$ cat src/design/cgrt_pkg.sv
// Shared constants and types of the character grid rotate/transpose block.
package cgrt_pkg;

  localparam int MAX_SIDE_DEF = 32;
  localparam int JOBQ_DEPTH   = 2;

  localparam logic [7:0] CH_NL  = 8'd10;
  localparam logic [7:0] CH_BAR = 8'd124;

  localparam logic FUNC_LOAD  = 1'b0;
  localparam logic FUNC_FETCH = 1'b1;

  localparam logic [1:0] MODE_REFLECT  = 2'd0;
  localparam logic [1:0] MODE_ROTATE   = 2'd1;
  localparam logic [1:0] MODE_COMBINED = 2'd2;

  localparam logic [1:0] KIND_ROW  = 2'd0;
  localparam logic [1:0] KIND_REFL = 2'd1;
  localparam logic [1:0] KIND_ROT  = 2'd2;

  typedef struct packed {
    logic       is_write;
    logic       use_ram;
    logic       last;
    logic       empty_res;
    logic       overflow;
    logic [7:0] data;
  } job_ctl_t;

endpackage

$ cat src/design/cgrt_jobq.sv
// Short job queue between the front and the back of the block.
module cgrt_jobq #(
  parameter int AW = 10
) (
  input  logic              clk,
  input  logic              rst_n,
  input  logic              wr_en,
  input  cgrt_pkg::job_ctl_t wr_ctl,
  input  logic [AW-1:0]     wr_addr,
  output logic              q_full,
  input  logic              rd_en,
  output cgrt_pkg::job_ctl_t rd_ctl,
  output logic [AW-1:0]     rd_addr,
  output logic              q_empty
);
  import cgrt_pkg::*;

  localparam int PW = (JOBQ_DEPTH > 1) ? $clog2(JOBQ_DEPTH) : 1;
  localparam int NW = $clog2(JOBQ_DEPTH + 1);

  job_ctl_t      ctl_r  [JOBQ_DEPTH];
  logic [AW-1:0] addr_r [JOBQ_DEPTH];
  logic [PW-1:0] wp_r, wp_nxt, rp_r, rp_nxt;
  logic [NW-1:0] cnt_r, cnt_nxt;

  always_comb begin
    wp_nxt  = wp_r;
    rp_nxt  = rp_r;
    cnt_nxt = cnt_r;
    if (wr_en) begin
      wp_nxt = (wp_r == PW'(JOBQ_DEPTH - 1)) ? '0 : wp_r + 1'b1;
    end
    if (rd_en) begin
      rp_nxt = (rp_r == PW'(JOBQ_DEPTH - 1)) ? '0 : rp_r + 1'b1;
    end
    if (wr_en && !rd_en) begin
      cnt_nxt = cnt_r + 1'b1;
    end else if (rd_en && !wr_en) begin
      cnt_nxt = cnt_r - 1'b1;
    end
  end

  always_ff @(posedge clk) begin
    if (!rst_n) begin
      wp_r  <= '0;
      rp_r  <= '0;
      cnt_r <= '0;
    end else begin
      wp_r  <= wp_nxt;
      rp_r  <= rp_nxt;
      cnt_r <= cnt_nxt;
    end
  end

  always_ff @(posedge clk) begin
    if (wr_en) begin
      ctl_r[wp_r]  <= wr_ctl;
      addr_r[wp_r] <= wr_addr;
    end
  end

  assign rd_ctl  = ctl_r[rp_r];
  assign rd_addr = addr_r[rp_r];
  assign q_full  = (cnt_r == NW'(JOBQ_DEPTH));
  assign q_empty = (cnt_r == '0);

endmodule

$ cat config.mk
export PLATFORM = sky130hd
export DESIGN_NAME = cgrt_jobq
export DESIGN_NICKNAME = d
export VERILOG_FILES = /design/src/design/cgrt_pkg.sv /design/src/design/cgrt_jobq.sv
export SDC_FILE = /design/constraint.sdc
export NUM_CORES = 1
export LEC_CHECK = 0
export BUFFER_PORTS_ARGS = -buffer_cell sky130_fd_sc_hd__buf_4
export CELL_PAD_IN_SITES_DETAIL_PLACEMENT = 2
export CELL_PAD_IN_SITES_GLOBAL_PLACEMENT = 2
export CORE_ASPECT_RATIO = 1.5
export CORE_MARGIN = 1.5
export CORE_UTILIZATION = 36
export DETAILED_ROUTE_END_ITERATION = 7
export PLACE_DENSITY = 0.76
export SETUP_SLACK_MARGIN = 0.4
export SYNTH_ARGS = -nofsm -noshare
export SYNTH_HDL_FRONTEND = slang
export SYNTH_SLANG_ARGS = --single-unit
$ cat constraint.sdc
create_clock -name clk -period 2.4 [get_ports clk]
set_input_delay 0.48 -clock clk [delete_from_list [all_inputs] [get_ports clk]]
set_output_delay 0.48 -clock clk [all_outputs]
set_load 0.1 [all_outputs]
==> results of run 1 <==
[registers in the layout (all words and copies together), names as in the netlist, named ones only]
| signal | flops |
|---|---|
| rp_r | 1 |
| ctl_r | 26 |
| addr_r | 20 |
| wp_r | 1 |
| cnt_r | 2 |
[final timing paths]
path | cells after the start | slack, ps | startpoint | endpoint
max | 3 | 470 | flip-flop | rd_addr[8]
min | 1 | 360 | wr_ctl[9] | ctl_r[0][9]
max reg2reg | 2 | 1050 | wp_r | addr_r[0][6]
min reg2reg | 2 | 530 | cnt_r[1] | cnt_r[1]
[critical path: stages (launching register included)]
cell     delay, ps
dfxtp_1        340
buf_4          210
mux2_2         370
buf_4          240
[metrics by stage]
stage          instance area, sq um  setup slack (ps)  hold slack [ps]  cells
3_5_place_dp                   2370               700              522    215
2_1_floorplan                  1880               419              477     93
3_3_place_gp                   2370               793              494    215
6_report                       2480               470              363    223
5_1_grt                        2480               401              347    223
4_1_cts                        2480               438              348    223
[power by group]
group / leakage [nW] / switching [mW] / total [mW] / internal [mW]
Combinational: 0.416 / 0.426 / 0.575 / 0.149
Sequential: 0.473 / 0.0180 / 1.04 / 1.02
Clock: 0.0524 / 0.254 / 0.566 / 0.312
Total: 0.942 / 0.698 / 2.18 / 1.48
[cell usage after synthesis (all sizes together)]
library cell / instances / area, sq um
mux2: 23 / 259
o21ai: 1 / 5.00
edfxtp: 46 / 1380
inv: 1 / 3.75
xor2: 2 / 17.5
and2: 4 / 25.0
ha: 1 / 12.5
dfxtp: 5 / 100
o21a: 1 / 7.51
and2b: 1 / 8.76
xnor2: 1 / 8.76
nor2: 1 / 3.75
buf: 2 / 15.0
or3: 1 / 6.26
nor2b: 2 / 12.5
a21boi: 1 / 7.51
[routing by layer]
metal	vias to the layer above	share of wire	wire (um)	GRT usage
met3	7	0.058	209	0.0328
met1	518	0.32	1180	0.131
met4	0	0.019	70	0.0638
li1	472	-	-	-
met5	-	0	0	0
met2	35	0.60	2170	0.268
[logic make-up (layout without fill, tap and decap cells)]
logic type                 Yosys count  after routing  synth area share
muxes                               23             23             0.138
adders and majority gates            1              1           0.00667
xor gates and xnor gates             3              3            0.0140
and+or+nand+nor                      9              9            0.0300
AOI/OAI and AO/OA                    3              3            0.0107
DFF                                 51             51             0.790
buffers and inverters                3             65            0.0100
[cell type report]
| type | instances | area [sq um] |
|---|---|---|
| clock buffer | 7 | 76.3 |
| inverter | 1 | 3.75 |
| fill | 493 | 2610 |
| timing repair buffer | 56 | 420 |
| sequential | 51 | 1480 |
| clock inverter | 1 | 30.0 |
| multi-input combinational | 39 | 379 |
| tap | 68 | 85.1 |
==> results_dict.tcl, run 1 <==
set metrics [dict create \
    run_status "finished clean" \
    io_buffer_count 51 \
    path_class "reg2out" \
    cts_tree "done" \
    startpoint_type "flip-flop" \
    seq_area_frac_synth 0.790 \
    ctsHoldBuffers 0 \
    finalSetupTns_ps 0 \
    hold_viol 0 \
    drt_iter0_markers 27 \
    final_common_cell "buf_4" \
    drv_slew 0 \
    grt_pass1_wl_um 5580 \
    finalPower_mw 2.18 \
    slew_headroom 0.710 \
    clk_latency_ps 290 \
    fin_util 0.487 \
    cts-htree-levels 2 \
    cts.repair.resized 0 \
    io_pins 52 \
    clockBufferDepth 2 \
    antenna_found_initial 0 \
    clkTransAtPathRegs_ps 90 \
    first_pass_iters 4 \
    worstHoldPathType "in2reg" \
    drt-total-wl_um 3630 \
    grt-ovfl-total 0 \
    critical_path_arrival_ps 1450 \
    placementRows 32 \
    ys_ff_latch 51 \
    wl_per_cell_um 16.3 \
    nets 182 \
    gp_congestion 0.669 \
    area.growth.synth_to_final_pct 32.1 \
    initial_core_util 0.369 \
    grt_pass1_vias 1177 \
    drc_errors 0 \
    fp.dieW_um 61.9 \
    synth_nets 121 \
    cp.required_ps 1920 \
    cts_sinks 51 \
    cp-end-kind "primary output" \
    antenna_cells 0 \
    post-cts-setup-buffers 0 \
    max-cap-violations 0 \
    synth.avg_cell_area_sq_um 20.2 \
    post-route-period-util 0.804 \
    yosysWarnings 0 \
    max_freq_mhz 518 \
    finalSetupViolCount 0 \
    fin_crit_ps 1930 \
    vias 1032 \
    rsz0062_at_grt "no" \
    worst_pin_slew_ps 433 \
    cts_buffers 5 \
    synthesis.instances 93 \
    synthesis.area_sq_um 1870 \
    ys_types 16 \
    fin_skew_ps 6.71 \
    p_per_area_nw_per_um2 880 \
    grt_start_max_net_pins 17 \
    viasPerCell 4.63 \
    die_area_sq_um 5660 \
    design.core.area_sq_um 5080 \
    die_h_um 91.4 \
    ir_drop_uv 426 \
    clockRootBuffer "clkbuf_8" \
    most-common-layout-cells "56 x buf_4, 46 x edfxtp_1, 23 x mux2_2" \
    drive_gt1_frac 0.568 \
    cp_max_fo 11 \
    postRouteAntennaNets 0 \
    p_leak_nw 0.942 \
    grt.total_usage 0.141 \
]
Power figures use the tool's default switching activity.
==> run 2, diff against run 1 <==
--- a/config.mk
+++ b/config.mk
@@ -5,14 +5,15 @@
 export SDC_FILE = /design/constraint.sdc
 export NUM_CORES = 1
 export LEC_CHECK = 0
+export ABC_AREA = 1
 export BUFFER_PORTS_ARGS = -buffer_cell sky130_fd_sc_hd__buf_4
 export CELL_PAD_IN_SITES_DETAIL_PLACEMENT = 2
 export CELL_PAD_IN_SITES_GLOBAL_PLACEMENT = 2
 export CORE_ASPECT_RATIO = 1.5
 export CORE_MARGIN = 1.5
-export CORE_UTILIZATION = 36
+export CORE_UTILIZATION = 32
 export DETAILED_ROUTE_END_ITERATION = 7
-export PLACE_DENSITY = 0.76
+export PLACE_DENSITY = 0.72
 export SETUP_SLACK_MARGIN = 0.4
 export SYNTH_ARGS = -nofsm -noshare
 export SYNTH_HDL_FRONTEND = slang
==> constraint.sdc (replaced) <==
create_clock -name clk -period 1.62 [get_ports clk]
set_input_delay 0.324 -clock clk [delete_from_list [all_inputs] [get_ports clk]]
set_output_delay 0.324 -clock clk [all_outputs]
set_load 0.1 [all_outputs]
==> run 2 against run 1 <==
Effect of this change:
- the run now ends with setup timing left
- clock skew increased by 1.9 ps
- synthesized cell count increased by 14%
- total power increased by 59%
- critical path type unchanged
- critical endpoint is now rd_addr[9]
- largest power group unchanged
==> results_dict.tcl, run 2 <==
set metrics [dict create \
    run_status "finished, violations left" \
    violations "setup timing" \
    startpoint_type "flip-flop" \
    cts-htree-levels 2 \
    hold_start "wr_addr[9]" \
    grt_pass1_vias 1311 \
    drive_gt1_frac 0.573 \
    r2r_end "ctl_r[1][4]" \
    p_per_area_nw_per_um2 1160 \
    worst_pin_slew_ps 209 \
    gp_congestion 0.696 \
    die_h_um 97.1 \
    clkTransAtPathRegs_ps 100 \
    synth_common_cells "46 x edfxtp_1, 23 x mux2_2, 9 x nor2_1" \
    synth_flop_cell "edfxtp_1" \
    postRouteAntennaNets 0 \
    synthesis.area_sq_um 1890 \
    synth_nets 134 \
    largest_reg_flops 26 \
    grt_pass1_wl_um 6960 \
    regArea_sq_um 1490 \
    ys_types 12 \
    fp.dieW_um 65.8 \
    grt.total_usage 0.151 \
    cp-end-kind "primary output" \
    vias 1104 \
    yosysWarnings 0 \
    ctsHoldBuffers 0 \
    clk_latency_ps 310 \
    cp.required_ps 1300 \
    largest-register "ctl_r" \
    worstHoldPathType "in2reg" \
    drt-total-wl_um 5080 \
    seq_area_frac_synth 0.784 \
    holdPathStages 1 \
    most-common-layout-cells "46 x edfxtp_1, 29 x buf_4, 26 x buf_12" \
    fin_crit_ps 1720 \
    holdPathEnd "addr_r[1][9]" \
    io_buffer_count 51 \
    r2r_cells 3 \
    slew_headroom 0.861 \
    first_pass_iters 4 \
    placementRows 34 \
    wl_per_cell_um 20.9 \
    path_class "reg2out" \
    nets 198 \
    crit-reg2reg-launch "wp_r" \
    design.core.area_sq_um 5740 \
    finalSetupTns_ps -1870 \
    clockBufferDepth 2 \
    critical_path_arrival_ps 1400 \
    final_common_cell "edfxtp_1" \
    yosys.area.top_type "edfxtp_1" \
    area.growth.synth_to_final_pct 58.4 \
    synth.top_cell.area_share 0.731 \
    synth_most_common_cell "edfxtp_1" \
    synth_edf_count 46 \
    drt_iter0_markers 27 \
    n_fill_cell 502 \
    fin_skew_ps 8.64 \
    post-place-ws_ps 115 \
    max-cap-violations 0 \
    synth.top_cells.by_area "edfxtp_1 73%, mux2_2 14%, dfxtp_1 5.3%, nor2_1 1.8%, inv_1 1.6%" \
    drc_errors 0 \
    dp_hpwl_um 2950 \
    cts_sinks 51 \
    max_freq_mhz 580 \
    reg2reg_slack_ps 450 \
    antenna_found_initial 0 \
    initial_core_util 0.329 \
    cp_max_fo 5 \
    grt-ovfl-total 0 \
    ir_drop_uv 857 \
    reg_top3 "ctl_r: 26 flops, addr_r: 20 flops, cnt_r: 2 flops" \
    post-route-period-util 1.06 \
    clockRootBuffer "clkbuf_8" \
    antenna_cells 0 \
    multi_input_area_sq_um 465 \
    rsz0062_at_grt "yes" \
    die_area_sq_um 6390 \
    cts_buffers 5 \
    async_flop_share 0 \
    io_pins 52 \
    grt_start_max_net_pins 17 \
    drv_slew 0 \
    synthesis.instances 106 \
    synth.avg_cell_area_sq_um 17.8 \
    instances_no_fill 243 \
    cts_tree "done" \
    placedCellCount 231 \
    finalSetupViolCount 23 \
    p_leak_nw 1.21 \
    fin_ws_ps -103 \
    ys_ff_latch 51 \
    hold_viol 0 \
    viasPerCell 4.54 \
]
-- run 2: cell types whose count changed after synthesis, moves of 2 or more --
| cell | previous run | this run |
|---|---|---|
| nand2_1 | 0 | 8 |
| buf_4 | 2 | 0 |
| and2_1 | 4 | 0 |
| buf_6 | 0 | 2 |
| nor2b_1 | 2 | 0 |
| nor2_1 | 1 | 9 |
| inv_1 | 1 | 8 |
| xor2_1 | 2 | 0 |
-- run 2: routing by layer --
layer | vias up | global-route usage | part of all wire
met5 | - | 0 | 0
met4 | 0 | 0.0433 | 0.013
met3 | 6 | 0.0313 | 0.041
met2 | 39 | 0.289 | 0.58
met1 | 546 | 0.157 | 0.37
li1 | 513 | - | -
-- run 2: what timing repair did --
action | 4_1_cts | 5_1_grt
gates resized for setup | 63 | 44
cloned | 0 | 1
endpoints found under the setup margin | 25 | 38
buffers inserted | 3 | 0
-- run 2: critical path, cell delays in order, from the launching register on --
cell and delay, ps:
dfxtp_4 420, clkbuf_16 170, mux2_4 320, buf_12 170
-- run 2: cell type report --
cell class / count / area share
inverters: 8 / 0.0121
clock inverters: 3 / 0.0146
repair buffers: 59 / 0.267
well taps: 72 / 0.0301
flip-flops and latches: 51 / 0.497
multi-input cells: 45 / 0.155
clock buffers: 5 / 0.0230
-- run 2: cell families (layout without fill, tap and decap cells) --
| family | count (synthesis) | after routing | synth area share |
|---|---|---|---|
| compound gates | 2 | 2 | 0.00529 |
| fa+ha+maj | 1 | 1 | 0.00662 |
| buf+inv | 10 | 75 | 0.0278 |
| flops | 51 | 51 | 0.784 |
| mux | 23 | 23 | 0.137 |
| simple gates | 19 | 19 | 0.0397 |
-- run 2: metrics by stage --
step / hold slack, ps / instance area, sq um / util / power (mW)
6_report: 196 / 3000 / 0.522 / 3.47
5_1_grt: 182 / 3000 / 0.522 / 3.59
4_1_cts: 194 / 2790 / 0.485 / 3.38
3_3_place_gp: 479 / 2410 / 0.419 / 2.32
3_5_place_dp: 512 / 2410 / 0.419 / 2.34
2_1_floorplan: 423 / 1930 / - / 2.15
-- run 2: worst max-delay path by stage --
stage | from | end | slack (ps) | cells after the start
6_report | flip-flop | rd_addr[9] | -100 | 3
5_1_grt | flip-flop | rd_addr[9] | -140 | 3
4_1_cts | flip-flop | rd_addr[6] | -90 | 3
3_5_place_dp | flip-flop | rd_addr[4] | 110 | 2
3_3_place_gp | flip-flop | rd_ctl[4] | 130 | 2
2_1_floorplan | flip-flop | rd_addr[1] | 250 | 2
-- run 2: power by group --
group          switching [mW]  internal, mW  total [mW]  leakage [nW]
Sequential             0.0402          1.51        1.56         0.475
Clock                   0.430         0.460       0.890        0.0581
Combinational           0.630         0.398        1.03         0.675
