## src/design/cgrt_pkg.sv

```systemverilog
// Shared constants and types of the character grid rotate/transpose block.
package cgrt_pkg;

  localparam int MAX_SIDE_DEF = 32;
  localparam int JOBQ_DEPTH   = 2;

  localparam logic [7:0] CH_NL  = 8'd10;
  localparam logic [7:0] CH_BAR = 8'd124;

  localparam logic FUNC_LOAD  = 1'b0;
  localparam logic FUNC_FETCH = 1'b1;

  localparam logic [1:0] MODE_REFLECT  = 2'd0;
  localparam logic [1:0] MODE_ROTATE   = 2'd1;
  localparam logic [1:0] MODE_COMBINED = 2'd2;

  localparam logic [1:0] KIND_ROW  = 2'd0;
  localparam logic [1:0] KIND_REFL = 2'd1;
  localparam logic [1:0] KIND_ROT  = 2'd2;

  typedef struct packed {
    logic       is_write;
    logic       use_ram;
    logic       last;
    logic       empty_res;
    logic       overflow;
    logic [7:0] data;
  } job_ctl_t;

endpackage

```

## src/design/cgrt_front.sv

```systemverilog
// Front end: accepts transactions, tracks load and readout state, issues jobs.
module cgrt_front #(
  parameter int MAX_SIDE = cgrt_pkg::MAX_SIDE_DEF,
  localparam int CW      = $clog2(MAX_SIDE + 1),
  localparam int DEPTH   = MAX_SIDE * MAX_SIDE,
  localparam int AW      = (DEPTH > 1) ? $clog2(DEPTH) : 1
) (
  input  logic               clk,
  input  logic               rst_n,
  input  logic               accept,
  input  logic               in_func,
  input  logic [7:0]         in_char_in,
  input  logic [1:0]         mode,
  output logic               job_valid,
  output cgrt_pkg::job_ctl_t job_ctl,
  output logic [AW-1:0]      job_addr
);
  import cgrt_pkg::*;

  logic [CW-1:0] rc_r, rc_nxt, side_r, side_nxt, lc_r, lc_nxt;
  logic [CW-1:0] line_r, line_nxt, pos_r, pos_nxt;
  logic [1:0]    seg_r, seg_nxt;
  logic          drain_r, drain_nxt, ovf_r, ovf_nxt;

  logic [CW-1:0] n, line, pos, colsel, r_sel, c_sel;
  logic [1:0]    seg, nseg_m1, kind;
  logic          lastseg, is_last;

  function automatic logic [AW-1:0] cell_addr(input logic [CW-1:0] r,
                                              input logic [CW-1:0] c);
    return AW'(AW'(r) * AW'(MAX_SIDE)) + AW'(c);
  endfunction

  always_comb begin
    rc_nxt    = rc_r;
    side_nxt  = side_r;
    lc_nxt    = lc_r;
    line_nxt  = line_r;
    pos_nxt   = pos_r;
    seg_nxt   = seg_r;
    drain_nxt = drain_r;
    ovf_nxt   = ovf_r;
    job_valid = 1'b0;
    job_ctl   = '0;
    job_addr  = '0;
    n         = '0;
    line      = '0;
    pos       = '0;
    colsel    = '0;
    r_sel     = '0;
    c_sel     = '0;
    seg       = '0;
    nseg_m1   = '0;
    kind      = KIND_REFL;
    lastseg   = 1'b0;
    is_last   = 1'b0;
    if (accept) begin
      if (in_func == FUNC_LOAD) begin
        if (!drain_r) begin
          if (in_char_in == CH_NL) begin
            if (rc_r < CW'(MAX_SIDE)) begin
              if (rc_r == '0) begin
                side_nxt = lc_r;
              end
              rc_nxt = rc_r + 1'b1;
            end
            lc_nxt = '0;
          end else if (rc_r >= CW'(MAX_SIDE) || lc_r >= CW'(MAX_SIDE)) begin
            ovf_nxt = 1'b1;
          end else begin
            job_valid        = 1'b1;
            job_ctl.is_write = 1'b1;
            job_ctl.data     = in_char_in;
            job_addr         = cell_addr(rc_r, lc_r);
            lc_nxt           = lc_r + 1'b1;
          end
        end
      end else begin
        job_valid        = 1'b1;
        job_ctl.overflow = ovf_r;
        if (!drain_r) begin
          if (lc_r != '0) begin
            if (rc_r < CW'(MAX_SIDE)) begin
              if (rc_r == '0) begin
                side_nxt = lc_r;
              end
              rc_nxt = rc_r + 1'b1;
            end
            lc_nxt = '0;
          end
          if (side_nxt == '0) begin
            job_ctl.empty_res = 1'b1;
            rc_nxt   = '0;
            side_nxt = '0;
            lc_nxt   = '0;
            ovf_nxt  = 1'b0;
          end else begin
            drain_nxt = 1'b1;
            line_nxt  = '0;
            seg_nxt   = '0;
            pos_nxt   = '0;
          end
        end
        if (drain_nxt) begin
          n       = side_nxt;
          line    = line_nxt;
          pos     = pos_nxt;
          nseg_m1 = (mode == MODE_COMBINED) ? 2'd2 : 2'd0;
          seg     = (seg_nxt > nseg_m1) ? nseg_m1 : seg_nxt;
          lastseg = (seg == nseg_m1);
          case (mode)
            MODE_COMBINED: kind = seg;
            MODE_ROTATE:   kind = KIND_ROT;
            default:       kind = KIND_REFL;
          endcase
          if (pos >= n) begin
            if (!lastseg) begin
              job_ctl.data = CH_BAR;
              seg_nxt      = seg + 1'b1;
            end else begin
              job_ctl.data = CH_NL;
              line_nxt     = (line >= CW'(MAX_SIDE)) ? line : line + 1'b1;
              seg_nxt      = '0;
            end
            pos_nxt = '0;
          end else begin
            colsel = (line >= n) ? '0 : n - 1'b1 - line;
            case (kind)
              KIND_ROW: begin
                r_sel = line;
                c_sel = pos;
              end
              KIND_REFL: begin
                r_sel = n - 1'b1 - pos;
                c_sel = colsel;
              end
              default: begin
                r_sel = pos;
                c_sel = colsel;
              end
            endcase
            // Rows past the end of the store read as zero.
            job_ctl.use_ram = (r_sel < CW'(MAX_SIDE));
            job_addr        = cell_addr(r_sel, c_sel);
            is_last         = (line >= n - 1'b1) && lastseg && ((pos + 1'b1) == n);
            job_ctl.last    = is_last;
            pos_nxt         = pos + 1'b1;
            if (is_last) begin
              rc_nxt    = '0;
              side_nxt  = '0;
              lc_nxt    = '0;
              drain_nxt = 1'b0;
              line_nxt  = '0;
              seg_nxt   = '0;
              pos_nxt   = '0;
              ovf_nxt   = 1'b0;
            end
          end
        end
      end
    end
  end

  always_ff @(posedge clk) begin
    if (!rst_n) begin
      rc_r    <= '0;
      side_r  <= '0;
      lc_r    <= '0;
      line_r  <= '0;
      pos_r   <= '0;
      seg_r   <= '0;
      drain_r <= 1'b0;
      ovf_r   <= 1'b0;
    end else begin
      rc_r    <= rc_nxt;
      side_r  <= side_nxt;
      lc_r    <= lc_nxt;
      line_r  <= line_nxt;
      pos_r   <= pos_nxt;
      seg_r   <= seg_nxt;
      drain_r <= drain_nxt;
      ovf_r   <= ovf_nxt;
    end
  end

endmodule

```

## config.mk

```make
export PLATFORM = sky130hd
export DESIGN_NAME = cgrt_front
export DESIGN_NICKNAME = d
export VERILOG_FILES = /design/src/design/cgrt_pkg.sv /design/src/design/cgrt_front.sv
export SDC_FILE = /design/constraint.sdc
export NUM_CORES = 1
export LEC_CHECK = 0
export ABC_AREA = 1
export ABC_CLOCK_PERIOD_IN_PS = 5900
export CAP_MARGIN = 40
export CORE_MARGIN = 2
export CORE_UTILIZATION = 50
export DETAILED_ROUTE_END_ITERATION = 8
export DONT_BUFFER_PORTS = 1
export SLEW_MARGIN = 20
export SYNTH_ARGS = -nofsm -noshare
export SYNTH_HDL_FRONTEND = slang
export SYNTH_SLANG_ARGS = --single-unit
export TNS_END_PERCENT = 1
```

## constraint.sdc

```tcl
create_clock -name clk -period 5.9 [get_ports clk]
set_input_delay 0.295 -clock clk [delete_from_list [all_inputs] [get_ports clk]]
set_output_delay 0.295 -clock clk [all_outputs]
set_load 0.01 [all_outputs]
```

==> results of run 1 <==
## kinds of logic (layout without fill, tap and decap cells)
kind of cell,count (synthesis),count (layout),share of synthesized area
and+or+nand+nor,352,353,0.3956
AOI/OAI and AO/OA,139,139,0.1854
buffers and inverters,110,100,0.1141
adders and majority gates,35,35,0.1067
DFF,34,34,0.1604
xor gates and xnor gates,17,17,0.03508
muxes,1,1,0.002653
## layout by cell type, fill, tap and decap left out, drive strengths merged
master / Yosys / final
a211oi: 3 / 3
a21o: 1 / 1
a21oi: 53 / 53
a22o: 2 / 2
a31oi: 3 / 3
and2: 1 / 1
and3: 1 / 1
buf: 11 / 2
bufinv: 0 / 1
clkbuf: 8 / 6
clkinv: 3 / 3
dfxtp: 34 / 34
fa: 2 / 2
ha: 33 / 33
inv: 88 / 88
mux2: 1 / 1
nand2: 184 / 184
nand3: 48 / 49
nand3b: 1 / 1
nand4: 22 / 22
nor2: 77 / 77
nor3: 6 / 6
nor4: 6 / 6
o211ai: 3 / 3
o21a: 4 / 4
o21ai: 57 / 57
o21bai: 3 / 3
o221ai: 1 / 1
o22ai: 8 / 8
o32ai: 1 / 1
or2: 6 / 6
xnor2: 3 / 3
xor2: 14 / 14
## power breakdown
part	internal [uW]	total, uW	switching (uW)
clock network	135	231	95.9
registers	243	256	13.6
logic	262	818	556
total	640	1310	666
## flip-flops by register name (all words and copies together), names as in the netlist
register,cells
ovf_r,1
line_r,6
lc_r,6
seg_r,2
rc_r,6
side_r,6
pos_r,6
drain_r,1
## through the flow
step / cells / total power, uW / utilization / area, um^2
floorplan: 688 / 897.1 / - / 4244
global placement: 776 / 1055 / 0.5170 / 4248
detailed placement: 776 / 1054 / 0.5170 / 4248
CTS: 783 / 1288 / 0.5307 / 4360
global route: 784 / 1419 / 0.5333 / 4382
finish: 784 / 1306 / 0.5333 / 4382
## routing by layer
| layer | track usage | share of wire | vias up |
|---|---|---|---|
| li1 | - | - | 2261 |
| met1 | 0.3777 | 0.42 | 2076 |
| met2 | 0.5220 | 0.47 | 185 |
| met3 | 0.04620 | 0.057 | 50 |
| met4 | 0.1595 | 0.056 | 0 |
| met5 | 0 | 0 | - |
## repair_timing
item,in CTS,in global routing
hold buffers,0,0
endpoints found under the setup margin,0,2
gates resized for setup,0,3
buffers inserted,0,0
## worst min-delay path by stage
stage	start	cells past startpoint	end
2_1_floorplan	rst_n	2	seg_r[0]$_SDFFE_PN0P_
3_3_place_gp	rst_n	2	side_r[2]$_SDFFE_PN0P_
3_5_place_dp	rst_n	2	rc_r[3]$_SDFFE_PN0P_
4_1_cts	rst_n	2	rc_r[3]$_SDFFE_PN0P_
5_1_grt	rst_n	2	side_r[3]$_SDFFE_PN0P_
6_report	rst_n	2	rc_r[3]$_SDFFE_PN0P_
## area by class of cell
type,count,area (um^2)
fillers,839,3835
multi-input cells,545,3100
flip-flops and latches,34,680.7
inverters,91,341.6
well taps,105,131.4
clock buffers,6,82.58
clock inverters,1,30.03
repair buffers,2,15.01
==> flow_metrics.py, run 1 <==
metrics = {
    "setup_path": {
        "arrival_ns": 5.07,
        "worst_setup_path_end_kind": "output port",
        "reg2reg_to": "lc_r[3]$_SDFFE_PN0P_",
        "startpoint": "rc_r[0]$_SDFFE_PN0P_",
        "max_stage_delay_ns": 0.37,
        "r2r_cells": 28,
        "path_max_fanout": 11,
        "critical_path_class": "flop to output port",
        "path_depth": 28,
        "crit_top_cell": "nand2_1",
        "reg2reg_setup_slack_ns": 1.29,
        "critPathCapture": "job_addr[9]",
        "crit_family": "simple AND/OR/NAND/NOR gates",
        "cp.required_ns": 5.61,
        "setup.worst_path.start_class": "flop",
        "worstReg2RegStart": "rc_r[0]$_SDFFE_PN0P_",
        "critPathBufInv": 3,
        "slowest_stage": "dfxtp_1",
    },
    "sta": {
        "min_period_ns": 5.369,
        "fmax_mhz": 186.2,
        "final.setup.worst_slack_ns": 0.5307,
        "final.setup_skew_ns": 0.01195,
        "final_max_slew_viol_count": 0,
        "setup_viol": 0,
        "hold_slack_ns": 0.1274,
        "finalCritPeriodShare": 0.9101,
        "final.setup.tns_ns": 0,
        "tightest_slew_ns": 0.7631,
        "rsz0062_at_grt": "false",
        "hold_viol": 0,
        "slew_headroom": 0.4894,
    },
    "detailed_routing": {
        "via_per_inst": 5.832,
        "num_vias": 4572,
        "drc": 0,
        "drtAntennaViolNets": 0,
        "firstDrtPassIters": 5,
        "first_iter_violations": 280,
        "detail_route.wl_per_cell_um": 17.83,
        "drt_wl_total_mm": 13.98,
    },
    "clock_tree": {
        "clk_path_buf_depth": 2,
        "clk-insertion-delay-late_ns": 0.30,
        "cts_tree": "yes",
        "root_buffer": "clkbuf_8",
        "cts_buffers": 5,
        "htreeDepth": 2,
        "clock_sinks": 34,
        "clkTransAtPathRegs_ns": 0.09,
    },
    "logic_synthesis": {
        "yosysSeqAreaShare": 0.1604,
        "yosysTopAreaCell": "dfxtp_1",
        "netlist_instances": 688,
        "synth.ff_latch_count": 34,
        "synth.most_common_cell": "nand2_1",
        "synthArstFlopShare": 0,
        "synth_top_area_share": 0.1604,
        "synth-edff-count": 0,
        "syn_avg_cell_area_um2": 6.169,
        "synth_nets": 737,
        "yosys-top-cells-area": "dfxtp_1 16%, nand2_1 15%, ha_1 9.7%, inv_1 7.0%, a21oi_1 6.3%",
        "ys_warn_count": 0,
        "yosysUniqueCellTypes": 51,
        "ys.flop_type": "dfxtp_1",
        "syn_area_mm2": 0.004244,
        "netlist_top_cells_count": "166 x nand2_1, 79 x inv_1, 70 x nor2_1, 53 x a21oi_1, 47 x o21ai_0",
    },
    "global_route": {
        "antenna_found_initial": 0,
        "grt_max_degree": 23,
        "grt_use_total": 0.3090,
        "globalRouteOverflowTotal": 0,
        "grt_pass1_vias": 4229,
        "grt_pass1_wl_mm": 21.70,
    },
    "power_and_ir_drop": {
        "ir_drop_uv": 130.7,
        "p_leak_uw": 0.002162,
        "p_per_area_mw_per_mm2": 298.1,
    },
    "die": {
        "dieArea_mm2": 0.009241,
        "coreArea_mm2": 0.008217,
        "die_h_um": 96.13,
        "initial_core_util": 0.5165,
        "placementRows": 33,
        "die_w_um": 96.13,
        "ios": 38,
    },
    "status": {
        "status": "completed",
    },
    "cells_and_area": {
        "fin_nets": 728,
        "final_layout_size_suffix_gt1_frac": 0.09573,
        "syn2layout_area_growth_pct": 3.243,
        "diodes": 0,
    },
    "placed_design": {
        "portBuffers": 0,
        "preCtsSetupSlack_ns": 0.6853,
        "globalplace.congestion": 0.9547,
        "place_hpwl_mm": 10.80,
    },
    "job": {
        "maxCapViolations": 0,
    },
    "worst_hold_path": {
        "hold_path_class": "input pin to flop",
    },
}
No activity file was read; power rests on OpenSTA's default activity.
==> inputs of run 2 (changes only) <==
--- a/config.mk
+++ b/config.mk
@@ -12,6 +12,8 @@
 export CORE_UTILIZATION = 50
 export DETAILED_ROUTE_END_ITERATION = 8
 export DONT_BUFFER_PORTS = 1
+export PLACE_DENSITY = 0.75
+export RECOVER_POWER = 100
 export SLEW_MARGIN = 20
 export SYNTH_ARGS = -nofsm -noshare
 export SYNTH_HDL_FRONTEND = slang
==> flow_metrics.py, run 2 (synthesis results as in run 1) <==
metrics = {
    "clock_tree": {
        "clk_path_buf_depth": 2,
        "root_buffer": "clkbuf_8",
        "cts_buffers": 5,
        "clk-insertion-delay-late_ns": 0.30,
        "cts_tree": "yes",
        "clkTransAtPathRegs_ns": 0.08,
        "htreeDepth": 2,
        "clock_sinks": 34,
        "postCtsSetupBuffers": 0,
    },
    "die": {
        "die_h_um": 96.13,
        "placementRows": 33,
        "dieArea_mm2": 0.009241,
        "die_w_um": 96.13,
        "ios": 38,
        "initial_core_util": 0.5165,
        "coreArea_mm2": 0.008217,
    },
    "cells_and_area": {
        "fillers": 831,
        "final_layout_size_suffix_gt1_frac": 0.07817,
        "register_area_um2": 680.7,
        "most-common-layout-cells": "168 x nand2_1, 81 x inv_1, 72 x nor2_1",
        "postLayoutCoreUtil": 0.5223,
        "multiInputGateArea_mm2": 0.003039,
        "fin_nets": 726,
        "final_common_cell": "nand2_1",
        "syn2layout_area_growth_pct": 1.120,
        "diodes": 0,
    },
    "setup_path": {
        "r2r_cells": 28,
        "crit_top_cell": "nand2_1",
        "path_max_fanout": 22,
        "arrival_ns": 5.11,
        "reg2reg_to": "rc_r[4]$_SDFFE_PN0P_",
        "worstReg2RegStart": "rc_r[0]$_SDFFE_PN0P_",
        "cp.required_ns": 5.61,
        "worst_setup_path_end_kind": "output port",
        "slowest_stage": "dfxtp_1",
        "max_stage_delay_ns": 0.37,
        "critical_path_class": "flop to output port",
        "reg2reg_setup_slack_ns": 0.84,
        "setup.worst_path.start_class": "flop",
    },
    "global_route": {
        "grt_use_total": 0.2977,
        "antenna_found_initial": 0,
        "grt_pass1_wl_mm": 21.12,
        "grt_max_degree": 23,
        "grt_pass1_vias": 4217,
        "globalRouteOverflowTotal": 0,
    },
    "placed_design": {
        "portBuffers": 0,
        "globalplace.congestion": 1.070,
        "place_hpwl_mm": 10.29,
    },
    "job": {
        "maxCapViolations": 0,
    },
    "power_and_ir_drop": {
        "ir_drop_uv": 137.9,
        "p_leak_uw": 0.002125,
        "p_per_area_mw_per_mm2": 295.6,
    },
    "sta": {
        "slew_headroom": 0.5591,
        "setup_viol": 0,
        "final_max_slew_viol_count": 0,
        "fmax_mhz": 185.0,
        "finalCritPeriodShare": 0.9163,
        "tightest_slew_ns": 0.6544,
        "rsz0062_at_grt": "false",
        "hold_viol": 0,
        "min_period_ns": 5.406,
        "final.setup_skew_ns": 0.01177,
        "final.setup.tns_ns": 0,
    },
    "detailed_routing": {
        "drc": 0,
        "drt_wl_total_mm": 13.27,
        "num_vias": 4624,
        "firstDrtPassIters": 5,
        "detail_route.wl_per_cell_um": 16.95,
        "first_iter_violations": 378,
        "drtAntennaViolNets": 0,
        "via_per_inst": 5.905,
    },
    "status": {
        "status": "completed",
    },
    "worst_hold_path": {
        "min_from": "rst_n",
        "hold_path_class": "input pin to flop",
        "min_to": "side_r[1]$_SDFFE_PN0P_",
        "holdPathStages": 2,
    },
}
-- run 2: changes by cell type in the layout (fill, tap and decap cells not counted), moves of 2 or more --
| cell | change |
|---|---|
| inv_1 | +2 |
| inv_2 | -2 |
| o21ai_0 | +3 |
| nor2_1 | +3 |
| nand2_2 | -2 |
| nand2_1 | +2 |
| nand3_2 | -2 |
| nand3_1 | +2 |
| nor2_4 | -3 |
| o21ai_1 | -2 |
-- run 2: layer usage --
layer	track usage	vias up	wire [um]
li1	-	2256	-
met1	0.3855	2092	5744
met2	0.4688	239	5901
met3	0.07204	37	1211
met4	0.1274	0	414
met5	0	-	0
-- run 2: cell type report --
type / instances / area share
Clock buffer: 7 / 0.02012
Clock inverter: 1 / 0.001166
Inverter: 91 / 0.07959
Multi-Input combinational cell: 544 / 0.7082
Sequential cell: 34 / 0.1586
Tap cell: 105 / 0.03061
Timing Repair Buffer: 1 / 0.001749
-- run 2: how the worst max path moves through the flow --
stage                          from          end  slack [ns]  depth (start not counted)
6_report       rc_r[0]$_SDFFE_PN0P_  job_addr[9]        0.49                         28
5_1_grt        rc_r[1]$_SDFFE_PN0P_  job_addr[9]       0.004                         28
4_1_cts        rc_r[0]$_SDFFE_PN0P_  job_addr[9]        0.48                         28
3_5_place_dp   rc_r[0]$_SDFFE_PN0P_  job_addr[9]        0.82                         28
3_3_place_gp   rc_r[0]$_SDFFE_PN0P_  job_addr[7]        0.99                         28
2_1_floorplan  rc_r[0]$_SDFFE_PN0P_  job_addr[7]        1.31                         31
-- run 2: power by group --
group	switching, uW	internal (uW)	leakage [uW]	total (uW)
combinational	559	258	0.00180	817
clock	96.8	94.4	0.0000482	191
sequential	17.6	243	0.000277	260
total	674	595	0.00213	1270
-- run 2: what timing repair did --
action	in CTS	in global routing
setup endpoints to repair	0	2
hold buffers	0	0
gates resized for setup	0	1
-- run 2: per-stage QoR --
step / hold slack, ns / power (uW) / cell area [um^2] / std cells / setup slack (ns)
after floorplan: 0.4333 / 897.1 / 4244 / 688 / 1.310
after global placement: 0.4377 / 1062 / 4233 / 774 / 0.9889
after detailed placement: 0.4442 / 1063 / 4233 / 774 / 0.8192
after CTS: 0.1238 / 1255 / 4324 / 782 / 0.4759
after global routing: 0.1446 / 1364 / 4292 / 783 / 0.004329
final: 0.1277 / 1269 / 4292 / 783 / 0.4941
-- run 2: worst max-delay path, delay by kind of cell (launching register included) --
kind                       cells  cell delay, ns
and+or+nand+nor               14            1.88
adders and majority gates      5            1.20
AOI/OAI and AO/OA              6            1.00
DFF                            1            0.37
buffers and inverters          3            0.35
==> inputs of run 3 (changes only) <==
--- a/config.mk
+++ b/config.mk
@@ -9,11 +9,12 @@
 export ABC_CLOCK_PERIOD_IN_PS = 5900
 export CAP_MARGIN = 40
 export CORE_MARGIN = 2
-export CORE_UTILIZATION = 50
+export CORE_UTILIZATION = 25
 export DETAILED_ROUTE_END_ITERATION = 8
 export DONT_BUFFER_PORTS = 1
-export PLACE_DENSITY = 0.75
+export PLACE_DENSITY = 0.48
 export RECOVER_POWER = 100
+export REMOVE_ABC_BUFFERS = 1
 export SLEW_MARGIN = 20
 export SYNTH_ARGS = -nofsm -noshare
 export SYNTH_HDL_FRONTEND = slang
==> flow_metrics.py, run 3 (synthesis results as in run 1) <==
metrics = {
    "status": {
        "status": "completed",
    },
    "sta": {
        "finalCritPeriodShare": 0.9219,
        "tightest_slew_ns": 0.7655,
        "final.setup.tns_ns": 0,
        "hold_viol": 0,
        "final.setup_skew_ns": 0.01023,
        "final_max_slew_viol_count": 0,
        "setup_viol": 0,
        "min_period_ns": 5.439,
        "rsz0062_at_grt": "false",
        "fmax_mhz": 183.9,
        "slew_headroom": 0.4865,
        "final.setup.worst_slack_ns": 0.4609,
    },
    "clock_tree": {
        "clkTransAtPathRegs_ns": 0.06,
        "cts_tree": "yes",
        "cts_buffers": 5,
        "postCtsSetupBuffers": 0,
        "clk_path_buf_depth": 2,
        "root_buffer": "clkbuf_16",
        "htreeDepth": 2,
        "clock_sinks": 34,
        "clk-insertion-delay-late_ns": 0.29,
    },
    "setup_path": {
        "cp.required_ns": 5.61,
        "path_max_fanout": 16,
        "startpoint": "lc_r[0]$_SDFFE_PN0P_",
        "critPathBufInv": 6,
        "worst_setup_path_end_kind": "output port",
        "crit_top_cell": "nand2_1",
        "crit_family": "simple AND/OR/NAND/NOR gates",
        "critical_path_class": "flop to output port",
        "max_stage_delay_ns": 0.40,
        "worstReg2RegStart": "rc_r[0]$_SDFFE_PN0P_",
        "slowest_stage": "nor2_1",
        "setup.worst_path.start_class": "flop",
        "crit_path_cell_trace": "inv_1 -> ha_1 -> nand3_2 -> nand2_4 -> inv_2 -> or2_0 -> nand2_1 -> inv_1 -> ha_1 -> inv_1 -> nand2_1 -> a21o_1 -> a21oi_1 -> nand2_1 -> nand3_1 -> inv_1 -> nand2_1 -> nand3_1 -> nor2_1 -> nand2_2 -> inv_2 -> nand2_1 -> o22ai_1",
        "arrival_ns": 5.14,
    },
    "cells_and_area": {
        "fin_nets": 727,
        "most-common-layout-cells": "169 x nand2_1, 81 x inv_1, 72 x nor2_1",
        "final_common_cell": "nand2_1",
        "diodes": 0,
        "syn2layout_area_growth_pct": 6.397,
        "final_layout_size_suffix_gt1_frac": 0.07806,
    },
    "worst_hold_path": {
        "min_from": "rst_n",
        "hold_path_class": "input pin to flop",
    },
    "placed_design": {
        "portBuffers": 0,
        "place_hpwl_mm": 11.33,
        "globalplace.congestion": 0.9053,
        "preCtsSetupSlack_ns": 0.8182,
    },
    "power_and_ir_drop": {
        "ir_drop_uv": 116.3,
        "p_per_area_mw_per_mm2": 302.9,
        "p_leak_uw": 0.002170,
        "finalPower_uw": 1368,
    },
    "die": {
        "placementRows": 47,
        "ios": 38,
        "dieArea_mm2": 0.01804,
        "initial_core_util": 0.2559,
        "die_w_um": 134.3,
        "die_h_um": 134.3,
        "coreArea_mm2": 0.01658,
    },
    "job": {
        "maxCapViolations": 0,
    },
    "detailed_routing": {
        "firstDrtPassIters": 7,
        "num_vias": 4468,
        "detail_route.wl_per_cell_um": 16.43,
        "drc": 0,
        "first_iter_violations": 310,
        "drt_wl_total_mm": 14.77,
        "via_per_inst": 4.970,
        "drtAntennaViolNets": 0,
    },
    "global_route": {
        "grt_use_total": 0.1641,
        "grt_pass1_wl_mm": 22.98,
        "antenna_found_initial": 0,
        "grt_pass1_vias": 4034,
        "globalRouteOverflowTotal": 0,
        "grt_max_degree": 23,
    },
}
## run 3: cell types whose count changed in the layout (fill, tap and decap cells not counted), sizes merged
cell	delta
clkinv	-1
clkbuf	+1
nand3	+1
## run 3: layout make-up
class                      count  area, um^2
fill                        1936       12070
multi-input combinational    545        3044
sequential                    34       680.7
inverter                      91       341.6
tap                          220       275.3
clock buffer                   8       166.4
timing repair buffer           1       7.507
## run 3: worst reg2reg max path: cells and delay by family, from the launching register on
family / cells / cell delay [ns]
buf+inv: 4 / 0.44
simple gates: 18 / 2.74
compound gates: 3 / 0.37
fa+ha+maj: 3 / 0.95
flops: 1 / 0.36
## run 3: layer usage
metal / vias to the layer above / GRT usage / part of all wire
li1: 2261 / - / -
met4: 0 / 0.04795 / 0.016
met5: - / 0 / 0
met1: 2060 / 0.2337 / 0.49
met2: 134 / 0.2571 / 0.44
met3: 13 / 0.02268 / 0.052
## run 3: path summary, 6_finish.rpt
check,cells past startpoint,slack [ns],to
hold / removal,2,0.14,side_r[2]$_SDFFE_PN0P_
hold reg to reg,2,0.46,line_r[2]$_SDFFE_PN0P_
setup reg to reg,28,0.92,lc_r[1]$_SDFFE_PN0P_
setup / recovery,23,0.46,job_addr[1]
## run 3: stage by stage
stage	cells	util	hold slack, ns	area, um^2
floorplan	669	-	0.4333	4101
global placement	890	0.2644	0.4460	4384
detailed placement	890	0.2644	0.4452	4384
CTS	898	0.2744	0.1327	4551
global route	899	0.2723	0.1509	4516
finish	899	0.2723	0.1398	4516
## run 3: power breakdown
part	internal [uW]	switching, uW
sequential	243	17.8
clock	191	110
combinational	258	548
## run 3: repair_timing
| item | CTS | global route |
|---|---|---|
| resized for setup | 0 | 0 |
| endpoints found under the hold margin | 0 | 0 |
| hold buffers | 0 | 0 |
| setup endpoints to repair | 0 | 2 |
